===== config.mk =====
export PLATFORM = sky130hd
export DESIGN_NAME = io_pin_function_controller_flat
export DESIGN_NICKNAME = d
export VERILOG_FILES = /design/src/iopfc_pkg.sv /design/src/iopfc_if.sv /design/src/iopfc_cfg_regs.sv /design/src/iopfc_core.sv /design/src/io_pin_function_controller.sv /design/src/flat_wrapper.sv
export SDC_FILE = /design/constraint.sdc
export NUM_CORES = 1
export LEC_CHECK = 0
export BUFFER_PORTS_ARGS = -buffer_cell sky130_fd_sc_hd__buf_2
export CORE_UTILIZATION = 45
export CTS_CLUSTER_SIZE = 16
export DETAILED_ROUTE_END_ITERATION = 12
export PLACE_DENSITY = 0.69
export SLEW_MARGIN = 20
export SYNTH_ARGS = -nofsm -noshare
export SYNTH_HDL_FRONTEND = slang
export SYNTH_SLANG_ARGS = --single-unit

===== constraint.sdc =====
create_clock -name clk_i -period 5.8 [get_ports clk_i]
set_input_delay 1.16 -clock clk_i [delete_from_list [all_inputs] [get_ports clk_i]]
set_output_delay 1.16 -clock clk_i [all_outputs]
set_load 0.03 [all_outputs]

===== src/iopfc_pkg.sv =====
package iopfc_pkg;

  // Item kinds carried in the action field.
  typedef enum logic [1:0] {
    ACT_TICK    = 2'd0,
    ACT_TRIGGER = 2'd1,
    ACT_WRITE   = 2'd2,
    ACT_NONE    = 2'd3
  } action_e;

  // Pin function codes shared by inputs and outputs.
  localparam logic [3:0] FN_INHIBIT  = 4'd2;
  localparam logic [3:0] FN_SYSTRIG  = 4'd3;
  localparam logic [3:0] FN_DLOGTRIG = 4'd4;
  localparam logic [3:0] FN_FAULT    = 4'd5;
  localparam logic [3:0] FN_ON       = 4'd6;
  localparam logic [3:0] FN_TPULSE   = 4'd7;

  // Configuration register indexes, at byte address four times the index.
  typedef enum logic [2:0] {
    REG_DIN1_FN      = 3'd0,
    REG_DIN2_FN      = 3'd1,
    REG_DOUT1_FN     = 3'd2,
    REG_DOUT2_FN     = 3'd3,
    REG_POLARITY     = 3'd4,
    REG_USER_INHIBIT = 3'd5,
    REG_PULSE_WIDTH  = 3'd6
  } reg_idx_e;

  localparam int unsigned AddrW = 5;
  localparam logic [15:0] PulseWidthReset = 16'd10;

  // Configuration as seen by the datapath.
  typedef struct packed {
    logic [3:0]  din1_fn;
    logic [3:0]  din2_fn;
    logic [3:0]  dout1_fn;
    logic [3:0]  dout2_fn;
    logic [3:0]  polarity;
    logic        user_inhibit;
    logic [15:0] pulse_width;
  } cfg_t;

  // One input word.
  typedef struct packed {
    logic [1:0]  action;
    logic        din1_level;
    logic        din2_level;
    logic        channel_fault;
    logic        any_output_on;
    logic [31:0] now_ms;
    logic        write_pin;
    logic        write_value;
  } item_t;

  // One result word.
  typedef struct packed {
    logic dout1_level;
    logic dout2_level;
    logic din1_state;
    logic din2_state;
    logic inhibit_active;
    logic inhibit_changed;
    logic trigger_from_pin1;
    logic trigger_from_pin2;
  } result_t;

  function automatic logic is_trig_fn(logic [3:0] fn);
    return (fn == FN_SYSTRIG) || (fn == FN_DLOGTRIG);
  endfunction

endpackage


===== src/iopfc_if.sv =====
// Input channel: one word per item.
interface iopfc_in_if;
  logic        valid;
  logic        ready;
  logic [1:0]  action;
  logic        din1_level;
  logic        din2_level;
  logic        channel_fault;
  logic        any_output_on;
  logic [31:0] now_ms;
  logic        write_pin;
  logic        write_value;

  modport source (
    output valid, action, din1_level, din2_level, channel_fault, any_output_on,
           now_ms, write_pin, write_value,
    input  ready
  );
  modport sink (
    input  valid, action, din1_level, din2_level, channel_fault, any_output_on,
           now_ms, write_pin, write_value,
    output ready
  );
endinterface

// Result channel: one word per item.
interface iopfc_out_if;
  logic valid;
  logic ready;
  logic dout1_level;
  logic dout2_level;
  logic din1_state;
  logic din2_state;
  logic inhibit_active;
  logic inhibit_changed;
  logic trigger_from_pin1;
  logic trigger_from_pin2;

  modport source (
    output valid, dout1_level, dout2_level, din1_state, din2_state, inhibit_active,
           inhibit_changed, trigger_from_pin1, trigger_from_pin2,
    input  ready
  );
  modport sink (
    input  valid, dout1_level, dout2_level, din1_state, din2_state, inhibit_active,
           inhibit_changed, trigger_from_pin1, trigger_from_pin2,
    output ready
  );
endinterface


===== src/iopfc_cfg_regs.sv =====
module iopfc_cfg_regs
  import iopfc_pkg::*;
(
  input  logic             clk_i,
  input  logic             rst_ni,
  input  logic             psel,
  input  logic             penable,
  input  logic             pwrite,
  input  logic [AddrW-1:0] paddr,
  input  logic [31:0]      pwdata,
  output logic [31:0]      prdata,
  output logic             pready,
  output cfg_t             cfg_o
);

  cfg_t     cfg_q;
  logic     wr_en;
  reg_idx_e idx;

  assign pready = 1'b1;
  assign wr_en  = psel & penable & pwrite;
  assign idx    = reg_idx_e'(paddr[AddrW-1:2]);
  assign cfg_o  = cfg_q;

  // Register writes in the access phase; unknown indexes are ignored.
  always_ff @(posedge clk_i or negedge rst_ni) begin
    if (!rst_ni) begin
      cfg_q <= '{pulse_width: PulseWidthReset, default: '0};
    end else if (wr_en) begin
      case (idx)
        REG_DIN1_FN:      cfg_q.din1_fn      <= pwdata[3:0];
        REG_DIN2_FN:      cfg_q.din2_fn      <= pwdata[3:0];
        REG_DOUT1_FN:     cfg_q.dout1_fn     <= pwdata[3:0];
        REG_DOUT2_FN:     cfg_q.dout2_fn     <= pwdata[3:0];
        REG_POLARITY:     cfg_q.polarity     <= pwdata[3:0];
        REG_USER_INHIBIT: cfg_q.user_inhibit <= pwdata[0];
        REG_PULSE_WIDTH:  cfg_q.pulse_width  <= pwdata[15:0];
        default: ;
      endcase
    end
  end

  // Read data mux.
  always_comb begin
    prdata = '0;
    case (idx)
      REG_DIN1_FN:      prdata = {28'd0, cfg_q.din1_fn};
      REG_DIN2_FN:      prdata = {28'd0, cfg_q.din2_fn};
      REG_DOUT1_FN:     prdata = {28'd0, cfg_q.dout1_fn};
      REG_DOUT2_FN:     prdata = {28'd0, cfg_q.dout2_fn};
      REG_POLARITY:     prdata = {28'd0, cfg_q.polarity};
      REG_USER_INHIBIT: prdata = {31'd0, cfg_q.user_inhibit};
      REG_PULSE_WIDTH:  prdata = {16'd0, cfg_q.pulse_width};
      default:          prdata = '0;
    endcase
  end

endmodule


===== src/iopfc_core.sv =====
module iopfc_core
  import iopfc_pkg::*;
(
  input  logic    clk_i,
  input  logic    rst_ni,
  input  cfg_t    cfg_i,
  input  item_t   item_i,
  input  logic    step_i,
  output result_t result_o
);

  logic [1:0]  prev_q, prev_d;
  logic [1:0]  ols_q, ols_d;
  logic        inh_q, inh_d;
  logic        fault_known_q, fault_known_d;
  logic        fault_val_q, fault_val_d;
  logic        on_known_q, on_known_d;
  logic        on_val_q, on_val_d;
  logic        pulse_q, pulse_d;
  logic [31:0] start_q, start_d;

  logic        s1, s2, inh_new, trig1, trig2, changed;
  logic        pulse_end, any_fault, any_on, on_new;
  logic [31:0] diff;
  logic [1:0]  is_tp, is_fault, is_on;

  // Input states after polarity.
  assign s1 = item_i.din1_level ^ cfg_i.polarity[0];
  assign s2 = item_i.din2_level ^ cfg_i.polarity[1];

  // Inhibit: user flag first, then input 2 over input 1.
  always_comb begin
    if (cfg_i.user_inhibit)                inh_new = 1'b1;
    else if (cfg_i.din2_fn == FN_INHIBIT)  inh_new = s2;
    else if (cfg_i.din1_fn == FN_INHIBIT)  inh_new = s1;
    else                                   inh_new = 1'b0;
  end

  assign trig1 = is_trig_fn(cfg_i.din1_fn) & s1 & ~prev_q[0];
  assign trig2 = is_trig_fn(cfg_i.din2_fn) & s2 & ~prev_q[1];

  // Pulse ends once the signed elapsed time exceeds the width.
  assign diff      = item_i.now_ms - start_q;
  assign pulse_end = pulse_q & ~diff[31] & (diff > {16'd0, cfg_i.pulse_width});

  assign is_tp    = {cfg_i.dout2_fn == FN_TPULSE, cfg_i.dout1_fn == FN_TPULSE};
  assign is_fault = {cfg_i.dout2_fn == FN_FAULT,  cfg_i.dout1_fn == FN_FAULT};
  assign is_on    = {cfg_i.dout2_fn == FN_ON,     cfg_i.dout1_fn == FN_ON};
  assign any_fault = |is_fault;
  assign any_on    = |is_on;
  assign on_new    = item_i.any_output_on & ~inh_new;
  assign changed   = inh_new != inh_q;

  // Next state for the word in the input register.
  always_comb begin
    prev_d        = prev_q;
    ols_d         = ols_q;
    inh_d         = inh_q;
    fault_known_d = fault_known_q;
    fault_val_d   = fault_val_q;
    on_known_d    = on_known_q;
    on_val_d      = on_val_q;
    pulse_d       = pulse_q;
    start_d       = start_q;
    case (action_e'(item_i.action))
      ACT_TICK: begin
        inh_d  = inh_new;
        prev_d = {s2, s1};
        if (pulse_end) begin
          ols_d   = ols_d & ~is_tp;
          pulse_d = 1'b0;
        end
        if (any_fault && (!fault_known_q || (fault_val_q != item_i.channel_fault))) begin
          fault_known_d = 1'b1;
          fault_val_d   = item_i.channel_fault;
          ols_d = (ols_d & ~is_fault) | (is_fault & {2{item_i.channel_fault}});
        end
        if (any_on && (!on_known_q || (on_val_q != on_new))) begin
          on_known_d = 1'b1;
          on_val_d   = on_new;
          ols_d = (ols_d & ~is_on) | (is_on & {2{on_new}});
        end
      end
      ACT_TRIGGER: begin
        if (|is_tp) begin
          ols_d   = ols_q | is_tp;
          pulse_d = 1'b1;
          start_d = item_i.now_ms;
        end
      end
      ACT_WRITE: begin
        ols_d[item_i.write_pin] = item_i.write_value;
      end
      default: ;
    endcase
  end

  // Result word from the updated state.
  always_comb begin
    result_o.dout1_level       = ols_d[0] ^ cfg_i.polarity[2];
    result_o.dout2_level       = ols_d[1] ^ cfg_i.polarity[3];
    result_o.din1_state        = s1;
    result_o.din2_state        = s2;
    result_o.inhibit_active    = inh_d;
    result_o.inhibit_changed   = (item_i.action == ACT_TICK) & changed;
    result_o.trigger_from_pin1 = (item_i.action == ACT_TICK) & trig1;
    result_o.trigger_from_pin2 = (item_i.action == ACT_TICK) & trig2;
  end

  // State registers advance once per processed word.
  always_ff @(posedge clk_i or negedge rst_ni) begin
    if (!rst_ni) begin
      prev_q        <= '0;
      ols_q         <= '0;
      inh_q         <= 1'b0;
      fault_known_q <= 1'b0;
      fault_val_q   <= 1'b0;
      on_known_q    <= 1'b0;
      on_val_q      <= 1'b0;
      pulse_q       <= 1'b0;
      start_q       <= '0;
    end else if (step_i) begin
      prev_q        <= prev_d;
      ols_q         <= ols_d;
      inh_q         <= inh_d;
      fault_known_q <= fault_known_d;
      fault_val_q   <= fault_val_d;
      on_known_q    <= on_known_d;
      on_val_q      <= on_val_d;
      pulse_q       <= pulse_d;
      start_q       <= start_d;
    end
  end

endmodule


===== src/io_pin_function_controller.sv =====
// Digital I/O pin function controller for two inputs and two outputs.
// Items arrive on in_i as valid/ready words; each accepted word gives
// exactly one result word on out_o, in order.
// A word is taken into an input register, the pin logic updates the pin
// state and forms the result in one pass, and the result sits in an output
// register until the receiver takes it. out_o.valid rises once the word has
// moved through the state update into the output register, which it does
// when that register is free or draining. One word per cycle is sustained
// while the receiver takes results; the state update is combinational.
// When the receiver stalls, the output register holds its word and the
// input register still takes one more word; in_i.ready falls only while
// both are full, so the sender sees back-pressure after that.
// Configuration goes through the APB-style port (pready always high); the
// user writes it only while no words are in flight, unenforced by the block.
// Reset clears all pin state: outputs low, inhibit off, no pulse running,
// and the fault and output-on tracking unknown so the first tick drives
// those outputs. The pulse width resets to 10 ms.
module io_pin_function_controller
  import iopfc_pkg::*;
(
  input  logic             clk_i,
  input  logic             rst_ni,
  iopfc_in_if.sink         in_i,
  iopfc_out_if.source      out_o,
  input  logic             psel,
  input  logic             penable,
  input  logic             pwrite,
  input  logic [AddrW-1:0] paddr,
  input  logic [31:0]      pwdata,
  output logic [31:0]      prdata,
  output logic             pready
);

  cfg_t    cfg;
  item_t   item_q;
  result_t res_d, res_q;
  logic    in_valid_q, out_valid_q;
  logic    step, in_take;

  iopfc_cfg_regs u_cfg_regs (
    .clk_i   (clk_i),
    .rst_ni  (rst_ni),
    .psel    (psel),
    .penable (penable),
    .pwrite  (pwrite),
    .paddr   (paddr),
    .pwdata  (pwdata),
    .prdata  (prdata),
    .pready  (pready),
    .cfg_o   (cfg)
  );

  iopfc_core u_core (
    .clk_i    (clk_i),
    .rst_ni   (rst_ni),
    .cfg_i    (cfg),
    .item_i   (item_q),
    .step_i   (step),
    .result_o (res_d)
  );

  // The held word moves on when the output register is free or draining.
  assign step     = in_valid_q & (~out_valid_q | out_o.ready);
  assign in_i.ready = ~in_valid_q | step;
  assign in_take  = in_i.valid & in_i.ready;

  always_ff @(posedge clk_i or negedge rst_ni) begin
    if (!rst_ni) begin
      in_valid_q  <= 1'b0;
      out_valid_q <= 1'b0;
    end else begin
      in_valid_q  <= in_take | (in_valid_q & ~step);
      out_valid_q <= step | (out_valid_q & ~out_o.ready);
    end
  end

  // Payload registers.
  always_ff @(posedge clk_i) begin
    if (in_take) begin
      item_q.action        <= in_i.action;
      item_q.din1_level    <= in_i.din1_level;
      item_q.din2_level    <= in_i.din2_level;
      item_q.channel_fault <= in_i.channel_fault;
      item_q.any_output_on <= in_i.any_output_on;
      item_q.now_ms        <= in_i.now_ms;
      item_q.write_pin     <= in_i.write_pin;
      item_q.write_value   <= in_i.write_value;
    end
    if (step) begin
      res_q <= res_d;
    end
  end

  assign out_o.valid             = out_valid_q;
  assign out_o.dout1_level       = res_q.dout1_level;
  assign out_o.dout2_level       = res_q.dout2_level;
  assign out_o.din1_state        = res_q.din1_state;
  assign out_o.din2_state        = res_q.din2_state;
  assign out_o.inhibit_active    = res_q.inhibit_active;
  assign out_o.inhibit_changed   = res_q.inhibit_changed;
  assign out_o.trigger_from_pin1 = res_q.trigger_from_pin1;
  assign out_o.trigger_from_pin2 = res_q.trigger_from_pin2;

endmodule


===== src/flat_wrapper.sv =====
// flat-port wrapper written by rule: the top's interface ports become plain ports
module io_pin_function_controller_flat import iopfc_pkg::*;
  (clk_i, rst_ni, psel, penable, pwrite, paddr, pwdata, prdata, pready, in_i_valid, in_i_action, in_i_din1_level, in_i_din2_level, in_i_channel_fault, in_i_any_output_on, in_i_now_ms, in_i_write_pin, in_i_write_value, in_i_ready, out_o_valid, out_o_dout1_level, out_o_dout2_level, out_o_din1_state, out_o_din2_state, out_o_inhibit_active, out_o_inhibit_changed, out_o_trigger_from_pin1, out_o_trigger_from_pin2, out_o_ready);
  iopfc_in_if in_i_i ();
  iopfc_out_if out_o_i ();
  input  logic clk_i;
  input  logic rst_ni;
  input  logic psel;
  input  logic penable;
  input  logic pwrite;
  input  logic [AddrW-1:0] paddr;
  input  logic [31:0] pwdata;
  output logic [31:0] prdata;
  output logic pready;
  input wire logic [$bits(in_i_i.valid)-1:0] in_i_valid;
  input wire logic [$bits(in_i_i.action)-1:0] in_i_action;
  input wire logic [$bits(in_i_i.din1_level)-1:0] in_i_din1_level;
  input wire logic [$bits(in_i_i.din2_level)-1:0] in_i_din2_level;
  input wire logic [$bits(in_i_i.channel_fault)-1:0] in_i_channel_fault;
  input wire logic [$bits(in_i_i.any_output_on)-1:0] in_i_any_output_on;
  input wire logic [$bits(in_i_i.now_ms)-1:0] in_i_now_ms;
  input wire logic [$bits(in_i_i.write_pin)-1:0] in_i_write_pin;
  input wire logic [$bits(in_i_i.write_value)-1:0] in_i_write_value;
  output wire logic [$bits(in_i_i.ready)-1:0] in_i_ready;
  output wire logic [$bits(out_o_i.valid)-1:0] out_o_valid;
  output wire logic [$bits(out_o_i.dout1_level)-1:0] out_o_dout1_level;
  output wire logic [$bits(out_o_i.dout2_level)-1:0] out_o_dout2_level;
  output wire logic [$bits(out_o_i.din1_state)-1:0] out_o_din1_state;
  output wire logic [$bits(out_o_i.din2_state)-1:0] out_o_din2_state;
  output wire logic [$bits(out_o_i.inhibit_active)-1:0] out_o_inhibit_active;
  output wire logic [$bits(out_o_i.inhibit_changed)-1:0] out_o_inhibit_changed;
  output wire logic [$bits(out_o_i.trigger_from_pin1)-1:0] out_o_trigger_from_pin1;
  output wire logic [$bits(out_o_i.trigger_from_pin2)-1:0] out_o_trigger_from_pin2;
  input wire logic [$bits(out_o_i.ready)-1:0] out_o_ready;
  assign in_i_i.valid = in_i_valid;
  assign in_i_i.action = in_i_action;
  assign in_i_i.din1_level = in_i_din1_level;
  assign in_i_i.din2_level = in_i_din2_level;
  assign in_i_i.channel_fault = in_i_channel_fault;
  assign in_i_i.any_output_on = in_i_any_output_on;
  assign in_i_i.now_ms = in_i_now_ms;
  assign in_i_i.write_pin = in_i_write_pin;
  assign in_i_i.write_value = in_i_write_value;
  assign in_i_ready = in_i_i.ready;
  assign out_o_valid = out_o_i.valid;
  assign out_o_dout1_level = out_o_i.dout1_level;
  assign out_o_dout2_level = out_o_i.dout2_level;
  assign out_o_din1_state = out_o_i.din1_state;
  assign out_o_din2_state = out_o_i.din2_state;
  assign out_o_inhibit_active = out_o_i.inhibit_active;
  assign out_o_inhibit_changed = out_o_i.inhibit_changed;
  assign out_o_trigger_from_pin1 = out_o_i.trigger_from_pin1;
  assign out_o_trigger_from_pin2 = out_o_i.trigger_from_pin2;
  assign out_o_i.ready = out_o_ready;
  io_pin_function_controller u_core (.clk_i(clk_i), .rst_ni(rst_ni), .in_i(in_i_i), .out_o(out_o_i), .psel(psel), .penable(penable), .pwrite(pwrite), .paddr(paddr), .pwdata(pwdata), .prdata(prdata), .pready(pready));
endmodule

# ---- Word-level counts from Yosys, hierarchy flattened
# Index checks and enable logic that the tools add are counted.
dict set report classes {
  n_addsub 1
  n_lt_le_gt_ge 3
  n_eq_ne 25
  muxes 18
  n_bitwise 43
  reduce_logical 27
}
# cell n
set op_table {}
lappend op_table {{16-bit case mux with 7 select lines} 1}
lappend op_table {{4-bit by 3-bit == test with 1-bit output (second input constant)} 8}
lappend op_table {{32-bit by 16-bit greater-than comparator with 1-bit output} 1}
lappend op_table {{32-bit subtractor} 1}
lappend op_table {{1-bit AND} 16}
lappend op_table {{4-bit by 2-bit == test with 1-bit output (second input constant)} 4}
lappend op_table {{2-bit AND reduction} 8}
lappend op_table {{2-bit 2-to-1 mux} 6}
lappend op_table {{2-bit AND} 5}
lappend op_table {{3-bit == test (second input constant)} 3}
lappend op_table {{3-bit AND reduction} 3}
lappend op_table {{1-bit NOT} 8}
lappend op_table {{1-bit 2-to-1 mux} 7}
lappend op_table {{3-bit by 2-bit == test with 1-bit output (second input constant)} 2}
lappend op_table {{2-bit NOT} 3}
lappend op_table {{2-bit OR} 3}
lappend op_table {{2-bit case mux with 3 select lines} 1}
lappend op_table {{2-bit OR reduction} 3}
lappend op_table {{1-bit logical OR} 4}
lappend op_table {{2-bit inequality test (second input constant)} 2}
lappend op_table {{1-bit OR} 4}
lappend op_table {{4-bit AND reduction} 1}
lappend op_table {{1-bit bitwise XOR} 4}
lappend op_table {{3-bit by 1-bit == test with 1-bit output (second input constant)} 1}
lappend op_table {{other kinds (13)} 18}
dict set report totals {
  ff_bits 129
  in_bits 84
  out_inout_bits 43
  wordCells 151
}

# ---- Longest topological paths before layout
# Gate-level depths: netlist (run 1).
dict set report depth {
  word_depth 15
  mapped_depth 22
  ltp_nobuf 22
}

# ---- By module
# From an unflattened synthesis (run 1), not the netlist that was laid out.
dict set report hier_totals {
  cells_unflattened 758
  area_unflattened_um2 7816.2
}
# mod instances cells_per_inst area_each_um2 seq_area_each_um2
set by_module_without_submodules {}
lappend by_module_without_submodules {iopfc_core 1 551 4357.9 1051.0}
lappend by_module_without_submodules {iopfc_cfg_regs 1 151 1913.1 928.4}
lappend by_module_without_submodules {io_pin_function_controller 1 56 1545.2 1491.4}

# ---- Worst setup path before layout (run 1)
# Ideal clock, no wire load.
dict set report synth_timing {
  path_type {register to register}
  start {register u_core.item_q[7] (netlist bit)}
  end {register u_core.res_q, in the netlist u_core.out_o.dout2_level (data pin)}
  setup_ns 0.260
  arrival_time_ns 4.111
  t_required_ns 5.540
  path_slack_ns 1.429
  stages_incl_launch_ff 19
  path_buffers 0
  synth_period_minus_slack_ns 4.371
  cell_sequence {edfxtp_1 ha_1 nand4_1 a2111oi_4 nor2_2 o21ai_0 a21oi_1 xnor2_1 ha_1 nand4_1 or4_1 o31ai_1 o2111ai_1 a21oi_1 nor4b_2 nand4_1 a2111oi_4 o221ai_1 xnor2_1}
}
# element line_no
set synth_rtl {}
lappend synth_rtl {{from (decl)} io_pin_function_controller.sv:35} ;# item_t item_q;
lappend synth_rtl {{to (signal assigned)} io_pin_function_controller.sv:90} ;# res_q <= res_d;
lappend synth_rtl {{to (decl)} io_pin_function_controller.sv:36} ;# result_t res_d, res_q;

==> results.py, run 1 <==
metrics = {
    "clock_network": {
        "cts_made_buffers": 17,
        "postCtsSetupBuffers": 0,
        "cts_tree": "yes",
        "clkSinkCount": 129,
        "cts.hold.buffers_added": 0,
        "clock-root-buffer": "clkbuf_16",
        "clk_latency_ns": 0.42,
        "cts_resized": 0,
        "clockBufferDepth": 2,
        "clk_pin_slew_ns": 0.06,
        "htree_levels": 4,
    },
    "critical_path": {
        "path_class": "reg2reg",
        "reg2reg_slack_ns": 0.48,
        "cp_common_cell": "nand2_1",
        "slowest_delay_ns": 0.52,
        "startpoint": "u_core.item_q[2]$_DFFE_PP_",
        "worst_path_max_delay_cell": "a2111oi_4",
        "cp_cell_sequence": "inv_1, ha_1, fa_1, nand2b_1, a21oi_1, o21ai_0, nand2_1, nand2_1, nand2_1, xor2_1, ha_1, nand4_1, nor2_1, a221o_1, o31ai_1, o2111ai_1, a21oi_1, nor4b_2, nand4_1, a2111oi_4, o221ai_1, xnor2_1",
        "cp_max_fo": 5,
        "endpoint": "u_core.out_o.dout2_level$_DFFE_PP_",
        "r2r-end": "u_core.out_o.dout2_level$_DFFE_PP_",
        "worstReg2RegStart": "u_core.item_q[2]$_DFFE_PP_",
        "crit_path_end_kind": "flop",
        "cp.arrival_ns": 5.50,
        "cp.required_ns": 5.97,
        "cp-start-kind": "flop",
        "r2r_cells": 22,
    },
    "timing": {
        "layout_worst_path_cycle_share": 0.918,
        "rsz0062_at_grt": "false",
        "tightestPinTransition_ns": 0.936,
        "fin_skew_ns": 0.00599,
        "final_max_slew_viol_count": 0,
        "max-slew-margin-rel": 0.376,
        "setup_viol": 0,
        "finalSetupTns_ns": 0,
        "min_period_ns": 5.32,
        "fmax_mhz": 188,
        "setup_ws_ns": 0.477,
        "hold_viol_final": 0,
    },
    "routing": {
        "num_vias": 5853,
        "top_layer_used": "met4",
        "drt_wl_total_mm": 16.1,
        "wire_per_inst_um": 14.9,
        "wl_met1_mm": 7.69,
        "dr_wl_met2_mm": 7.41,
        "postRouteAntennaNets": 0,
        "drc_errors": 0,
        "wl_met3_um": 721,
        "via_per_inst": 5.43,
        "dr.pass1.iters": 5,
        "dr.first_iter.drc_count": 467,
    },
    "logic_synthesis": {
        "synth_area_mm2": 0.00773,
        "yosysSeqAreaShare": 0.449,
        "synth.distinct_cells": 70,
        "synth_top_area_frac": 0.256,
        "synth_top_family_by_area": "compound AO/OA/AOI/OAI gates",
        "yosys-top-cells-count": "dfrtp_1, nand2_1, inv_1, a21oi_1, mux2_2",
        "synth_xor_area_frac": 0.0317,
        "synthFlopType": "dfrtp_1",
        "synth_most_common_cell": "dfrtp_1",
        "syn_inst": 759,
        "synth_top_cells_by_area": "dfrtp_1, edfxtp_1, mux2_2",
        "synthMuxAreaShare": 0.0979,
        "yosysWarningCount": 0,
        "synth_fa_ha_area_frac": 0.0786,
        "synth.ff_latch_count": 129,
        "synthArstFlopShare": 0.628,
        "synth-edff-count": 48,
        "synth_top_area_cell": "dfrtp_1",
        "syn_avg_cell_area_um2": 10.2,
        "synth-simple-area-share": 0.132,
        "synth_compound_area_frac": 0.150,
    },
    "global_route": {
        "grt_antenna_before_repair": 0,
        "grt_overflow_total": 0,
        "grt_pass1_vias": 5551,
        "grt_max_degree": 82,
        "grt_pass1_wl_mm": 26.6,
        "grt_usage": 0.192,
    },
    "outcome": {
        "status": "complete, no violations",
    },
    "final_layout": {
        "multi_input_area_mm2": 0.00386,
        "antennaDiodeCount": 0,
        "postLayoutCoreUtil": 0.536,
        "register_area_mm2": 0.00347,
        "area_delta_synth_final_pct": 15.8,
        "fill_cells": 1494,
        "nNetsFinal": 976,
        "drive_above_1_share": 0.229,
    },
    "placed_design": {
        "dp_slack_ns": 0.520,
        "hpwl_mm": 11.6,
        "portBuffers": 91,
        "place.gp.congestion": 0.857,
    },
    "floorplan": {
        "start_util": 0.463,
        "die_y_um": 133,
        "io_pins": 127,
        "die_x_um": 133,
        "rows": 47,
        "core_region_area_mm2": 0.0167,
        "die-area_mm2": 0.0177,
    },
    "power_and_ir_drop": {
        "p_leak_nw": 3.98,
        "vdd_drop_max_v": 0.000275,
        "power_density_mw_per_mm2": 341,
    },
    "job": {
        "cap_violations": 0,
    },
    "worst_hold_path": {
        "hold_path.class": "reg2reg",
    },
}
==> metal layers <==
layer / GRT usage / vias to the layer above
met1: 0.254 / 2763
met4: 0.0878 / 0
met5: 0 / -
met3: 0.0320 / 21
li1: - / 2889
met2: 0.309 / 180
==> worst min-delay path by stage <==
stage / startpoint / to / slack [ns] / cells past startpoint
2_1_floorplan: u_core.u_core.prev_q[1]$_DFFE_PN0P_ / u_core.u_core.prev_q[1]$_DFFE_PN0P_ / 0.45 / 2
3_3_place_gp: u_core.u_core.prev_q[1]$_DFFE_PN0P_ / u_core.u_core.prev_q[1]$_DFFE_PN0P_ / 0.47 / 2
3_5_place_dp: u_core.u_core.start_q[0]$_DFFE_PN0P_ / u_core.u_core.start_q[0]$_DFFE_PN0P_ / 0.49 / 2
4_1_cts: u_core.u_core.start_q[0]$_DFFE_PN0P_ / u_core.u_core.start_q[0]$_DFFE_PN0P_ / 0.50 / 2
5_1_grt: u_core.u_core.start_q[11]$_DFFE_PN0P_ / u_core.u_core.start_q[11]$_DFFE_PN0P_ / 0.51 / 1
6_report: u_core.u_core.start_q[0]$_DFFE_PN0P_ / u_core.u_core.start_q[0]$_DFFE_PN0P_ / 0.49 / 2
==> layout make-up <==
type	count	area share
Clock buffer	19	0.0494
Clock inverter	13	0.0233
Inverter	63	0.0264
Multi-Input combinational cell	541	0.430
Sequential cell	129	0.387
Tap cell	220	0.0307
Timing Repair Buffer	92	0.0524
==> sequential cells by signal, summed over array words and instances (netlist names), 2 cells and up <==
signal	count
u_core.item_q	40
u_core.u_cfg_regs.cfg_o	37
u_core.u_core.ols_q	2
u_core.u_core.prev_q	2
u_core.u_core.start_q	32
==> placed cells by master, fill, tap and decap left out, types with 4 or more instances in the layout <==
cell       count
a21o_1         9
a21oi_1       60
a22oi_1        7
a31oi_1        5
and3_1        17
buf_2         90
bufinv_16      5
clkbuf_16     17
conb_1        17
dfrtp_1       79
edfxtp_1      48
ha_1          47
inv_1         63
mux2_2        59
mux2i_1        7
nand2_1       68
nand2b_1      10
nand3_1        8
nand4_1       14
nor2_1        40
nor2b_1        8
nor4b_1        4
o211ai_1       6
o21ai_0       52
o21bai_1       4
o22ai_1        6
xnor2_1       18
xor2_1        10
==> cell families (layout without fill, tap and decap cells) <==
group / Yosys count / count (layout)
fa+ha+maj: 48 / 48
compound gates: 181 / 181
simple gates: 200 / 200
flops: 129 / 129
mux: 67 / 67
buf+inv: 104 / 187
xor+xnor: 28 / 28
other cells: 2 / 17
==> worst max-delay path: cells and delay by family (launching register included) <==
family | cells | cell delay (ns)
flops | 1 | 0.37
compound gates | 8 | 2.22
buf+inv | 1 | 0.07
simple gates | 8 | 1.12
fa+ha+maj | 3 | 0.90
xor+xnor | 2 | 0.38
==> through the flow <==
stage               total power, W  cell area (µm²)  cells  hold WS [ns]
finish                     0.00306             8960   1077         0.493
global route               0.00322             8960   1077         0.510
CTS                        0.00307             8960   1077         0.495
detailed placement         0.00188             8300   1045         0.485
global placement           0.00187             8300   1045         0.470
floorplan                  0.00170             7790    774         0.446
==> where the power goes <==
| group | switching, W | internal (W) | total [W] |
|---|---|---|---|
| Sequential | 0.0000797 | 0.00107 | 0.00115 |
| Clock | 0.000409 | 0.000774 | 0.00118 |
| Combinational | 0.000427 | 0.000297 | 0.000724 |
Note: power is estimated with default switching activity, not from simulation.
==> inputs of run 2 (changes only) <==
--- a/config.mk
+++ b/config.mk
@@ -10,7 +10,9 @@
 export CTS_CLUSTER_SIZE = 16
 export DETAILED_ROUTE_END_ITERATION = 12
 export PLACE_DENSITY = 0.69
+export RECOVER_POWER = 100
 export SLEW_MARGIN = 20
 export SYNTH_ARGS = -nofsm -noshare
 export SYNTH_HDL_FRONTEND = slang
+export SYNTH_HIERARCHICAL = 1
 export SYNTH_SLANG_ARGS = --single-unit
==> run 2 against run 1 <==
The run now ends with capacitance limit, slew limit left; via count down 1.7%; cell area decreased by 1.8%; clock power fell by 12%; total power decreased by 1.8%; area after synthesis is 1.1% higher; sequential share of layout area grew 0.70 points; flip-flop and latch count stayed put; die area up 1.0%; clock-buffer cell count fell by 1; global-route usage rose by 0.31 points; hold slack got worse by 0.011 ns; synthesized cell count decreased by 0.13%; highest routed layer unchanged.
==> results.py, run 2 <==
metrics = {
    "outcome": {
        "status": "complete, but fails checks",
        "violations": "capacitance limit, slew limit",
    },
    "timing": {
        "final_max_slew_viol_count": 148,
        "setup_viol": 0,
        "rsz0062_at_grt": "false",
        "tightestPinTransition_ns": 2.81,
        "max-slew-margin-rel": -0.875,
        "fin_skew_ns": 0.00672,
        "finalSetupTns_ns": 0,
        "fmax_mhz": 189,
        "layout_worst_path_cycle_share": 0.911,
        "hold_viol_final": 0,
        "setup_ws_ns": 0.516,
        "min_period_ns": 5.28,
    },
    "final_layout": {
        "largest_register": "u_core/item_q",
        "antennaDiodeCount": 0,
        "nNetsFinal": 975,
        "postLayoutCoreUtil": 0.525,
        "final_common_cell": "dfrtp_1",
        "layout_common_cells": "dfrtp_1, nand2_1, buf_2, inv_1, o21ai_0",
        "largest_reg_flops": 40,
        "postLayoutCellArea_mm2": 0.00880,
        "area_delta_synth_final_pct": 12.6,
        "drive_above_1_share": 0.192,
    },
    "critical_path": {
        "cp_max_fo": 4,
        "r2r_cells": 20,
        "crit_path_end_kind": "flop",
        "cp.arrival_ns": 5.45,
        "cp-start-kind": "flop",
        "r2r-end": "u_core/out_o.dout2_level$_DFFE_PP_",
        "startpoint": "u_core/item_q[2]$_DFFE_PP_",
        "endpoint": "u_core/out_o.dout2_level$_DFFE_PP_",
        "cp.required_ns": 5.97,
        "reg2reg_slack_ns": 0.52,
        "worstReg2RegStart": "u_core/item_q[2]$_DFFE_PP_",
        "path_class": "reg2reg",
    },
    "logic_synthesis": {
        "syn_avg_cell_area_um2": 10.3,
        "synth.distinct_cells": 84,
        "yosysSeqAreaShare": 0.444,
        "synth_most_common_cell": "dfrtp_1",
        "synth_top_cells_by_area": "dfrtp_1, edfxtp_1, ha_1",
        "yosysWarningCount": 6,
        "synthArstFlopShare": 0.628,
        "synth_top_area_cell": "dfrtp_1",
        "synth_top_area_frac": 0.253,
        "synthFlopType": "dfrtp_1",
        "yosys-top-cells-count": "dfrtp_1, nand2_1, inv_1, o21ai_0, a21oi_1",
        "syn_inst": 758,
        "synth_area_mm2": 0.00782,
        "synth-edff-count": 48,
        "synth.ff_latch_count": 129,
    },
    "clock_network": {
        "cts_tree": "yes",
        "cts_made_buffers": 17,
        "clk_latency_ns": 0.42,
        "clock-root-buffer": "clkbuf_16",
        "clockBufferDepth": 2,
        "cts_resized": 0,
        "htree_levels": 4,
        "clk_pin_slew_ns": 0.06,
        "cts.hold.buffers_added": 0,
        "clkSinkCount": 129,
        "postCtsSetupBuffers": 0,
    },
    "placed_design": {
        "dpl_cell_area_mm2": 0.00834,
        "place.gp.congestion": 0.880,
        "dp_slack_ns": 0.860,
        "hpwl_mm": 12.2,
        "portBuffers": 91,
    },
    "global_route": {
        "grt_max_degree": 50,
        "grt_overflow_total": 0,
        "grt_usage": 0.195,
        "grt_pass1_wl_mm": 27.5,
        "grt_antenna_before_repair": 0,
        "grt_pass1_vias": 5512,
    },
    "worst_hold_path": {
        "hold_depth": 1,
        "hold_path.class": "reg2reg",
    },
    "power_and_ir_drop": {
        "pwr-share-seq": 0.393,
        "clkPwrFrac": 0.346,
        "total_power_w": 0.00300,
        "p_leak_nw": 3.95,
        "netSwitchingFraction": 0.314,
        "comb_power_share": 0.262,
        "vdd_drop_max_v": 0.000231,
        "internal_power_w": 0.00206,
        "power_density_mw_per_mm2": 341,
        "switchingPower_w": 0.000943,
    },
    "floorplan": {
        "rows": 47,
        "die_x_um": 134,
        "die-area_mm2": 0.0179,
        "io_pins": 127,
        "die_y_um": 134,
        "start_util": 0.466,
        "core_region_area_mm2": 0.0168,
    },
    "routing": {
        "dr.pass1.iters": 5,
        "wire_per_inst_um": 15.3,
        "drc_errors": 0,
        "dr.first_iter.drc_count": 329,
        "num_vias": 5754,
        "drt_wl_total_mm": 16.4,
        "via_per_inst": 5.35,
        "postRouteAntennaNets": 0,
    },
    "job": {
        "cap_violations": 5,
    },
}
==> run 2: worst min path at each step <==
stage                                                  startpoint                                      end
after global placement    u_core/u_core/fault_known_q$_DFFE_PN0P_  u_core/u_core/fault_known_q$_DFFE_PN0P_
after detailed placement  u_core/u_core/fault_known_q$_DFFE_PN0P_  u_core/u_core/fault_known_q$_DFFE_PN0P_
final                     u_core/u_core/fault_known_q$_DFFE_PN0P_  u_core/u_core/fault_known_q$_DFFE_PN0P_
after floorplan           u_core/u_core/fault_known_q$_DFFE_PN0P_  u_core/u_core/fault_known_q$_DFFE_PN0P_
after global routing      u_core/u_core/fault_known_q$_DFFE_PN0P_  u_core/u_core/fault_known_q$_DFFE_PN0P_
after CTS                 u_core/u_core/fault_known_q$_DFFE_PN0P_  u_core/u_core/fault_known_q$_DFFE_PN0P_
==> run 2: layer usage <==
layer | vias up | GRT usage | part of all wire
met5 | - | 0 | 0
met3 | 27 | 0.0385 | 0.041
met4 | 0 | 0.0726 | 0.021
met2 | 146 | 0.299 | 0.45
met1 | 2748 | 0.273 | 0.49
li1 | 2833 | - | -
==> run 2: area by class of cell <==
| cell class | instances | area, µm² |
|---|---|---|
| fill | 1507 | 7960 |
| multi-input combinational | 544 | 3830 |
| sequential | 129 | 3470 |
| clock buffer | 18 | 439 |
| timing repair buffer | 93 | 433 |
| tap | 220 | 275 |
| inverter | 58 | 218 |
| clock inverter | 14 | 139 |
==> run 2: cells by family (layout without fill, tap and decap cells) <==
kind of cell / count (synthesis) / after routing / synth area share
other: 2 / 17 / 0.000961
AND/OR/NAND/NOR: 207 / 207 / 0.143
AO/OA/AOI/OAI: 184 / 184 / 0.153
XOR/XNOR: 31 / 31 / 0.0347
buffers and inverters: 100 / 183 / 0.0648
multiplexers: 57 / 57 / 0.0820
adder cells (fa/ha/maj): 48 / 48 / 0.0778
flip-flops: 129 / 129 / 0.444
==> run 2: critical path, stage by stage (launching register included) <==
cell,delay (ns)
edfxtp_1,0.36
inv_1,0.05
ha_1,0.22
fa_1,0.40
nand2b_1,0.18
a21o_1,0.18
a31oi_1,0.28
a31o_2,0.29
xor2_1,0.20
ha_1,0.28
and4_1,0.22
and3_1,0.18
a221oi_1,0.29
o211ai_1,0.13
o21ai_0,0.12
nand4_1,0.14
or4_4,0.54
nor4_1,0.45
a311oi_1,0.24
o21ai_2,0.20
xor2_1,0.08
==> run 2: per-stage QoR <==
stage	std cells	hold WS, ns
after floorplan	773	0.449
after global placement	1044	0.471
after detailed placement	1044	0.472
after CTS	1076	0.487
after global routing	1076	0.527
final	1076	0.482
==> run 2: power groups by stage <==
stage	registers (W)	clock network [W]	logic (W)
6_report	0.00118	0.00104	0.000785
5_1_grt	0.00120	0.00110	0.000883
4_1_cts	0.00118	0.00106	0.000800
3_5_place_dp	0.00119	0	0.000793
3_3_place_gp	0.00119	0	0.000781
2_1_floorplan	0.00118	0	0.000624
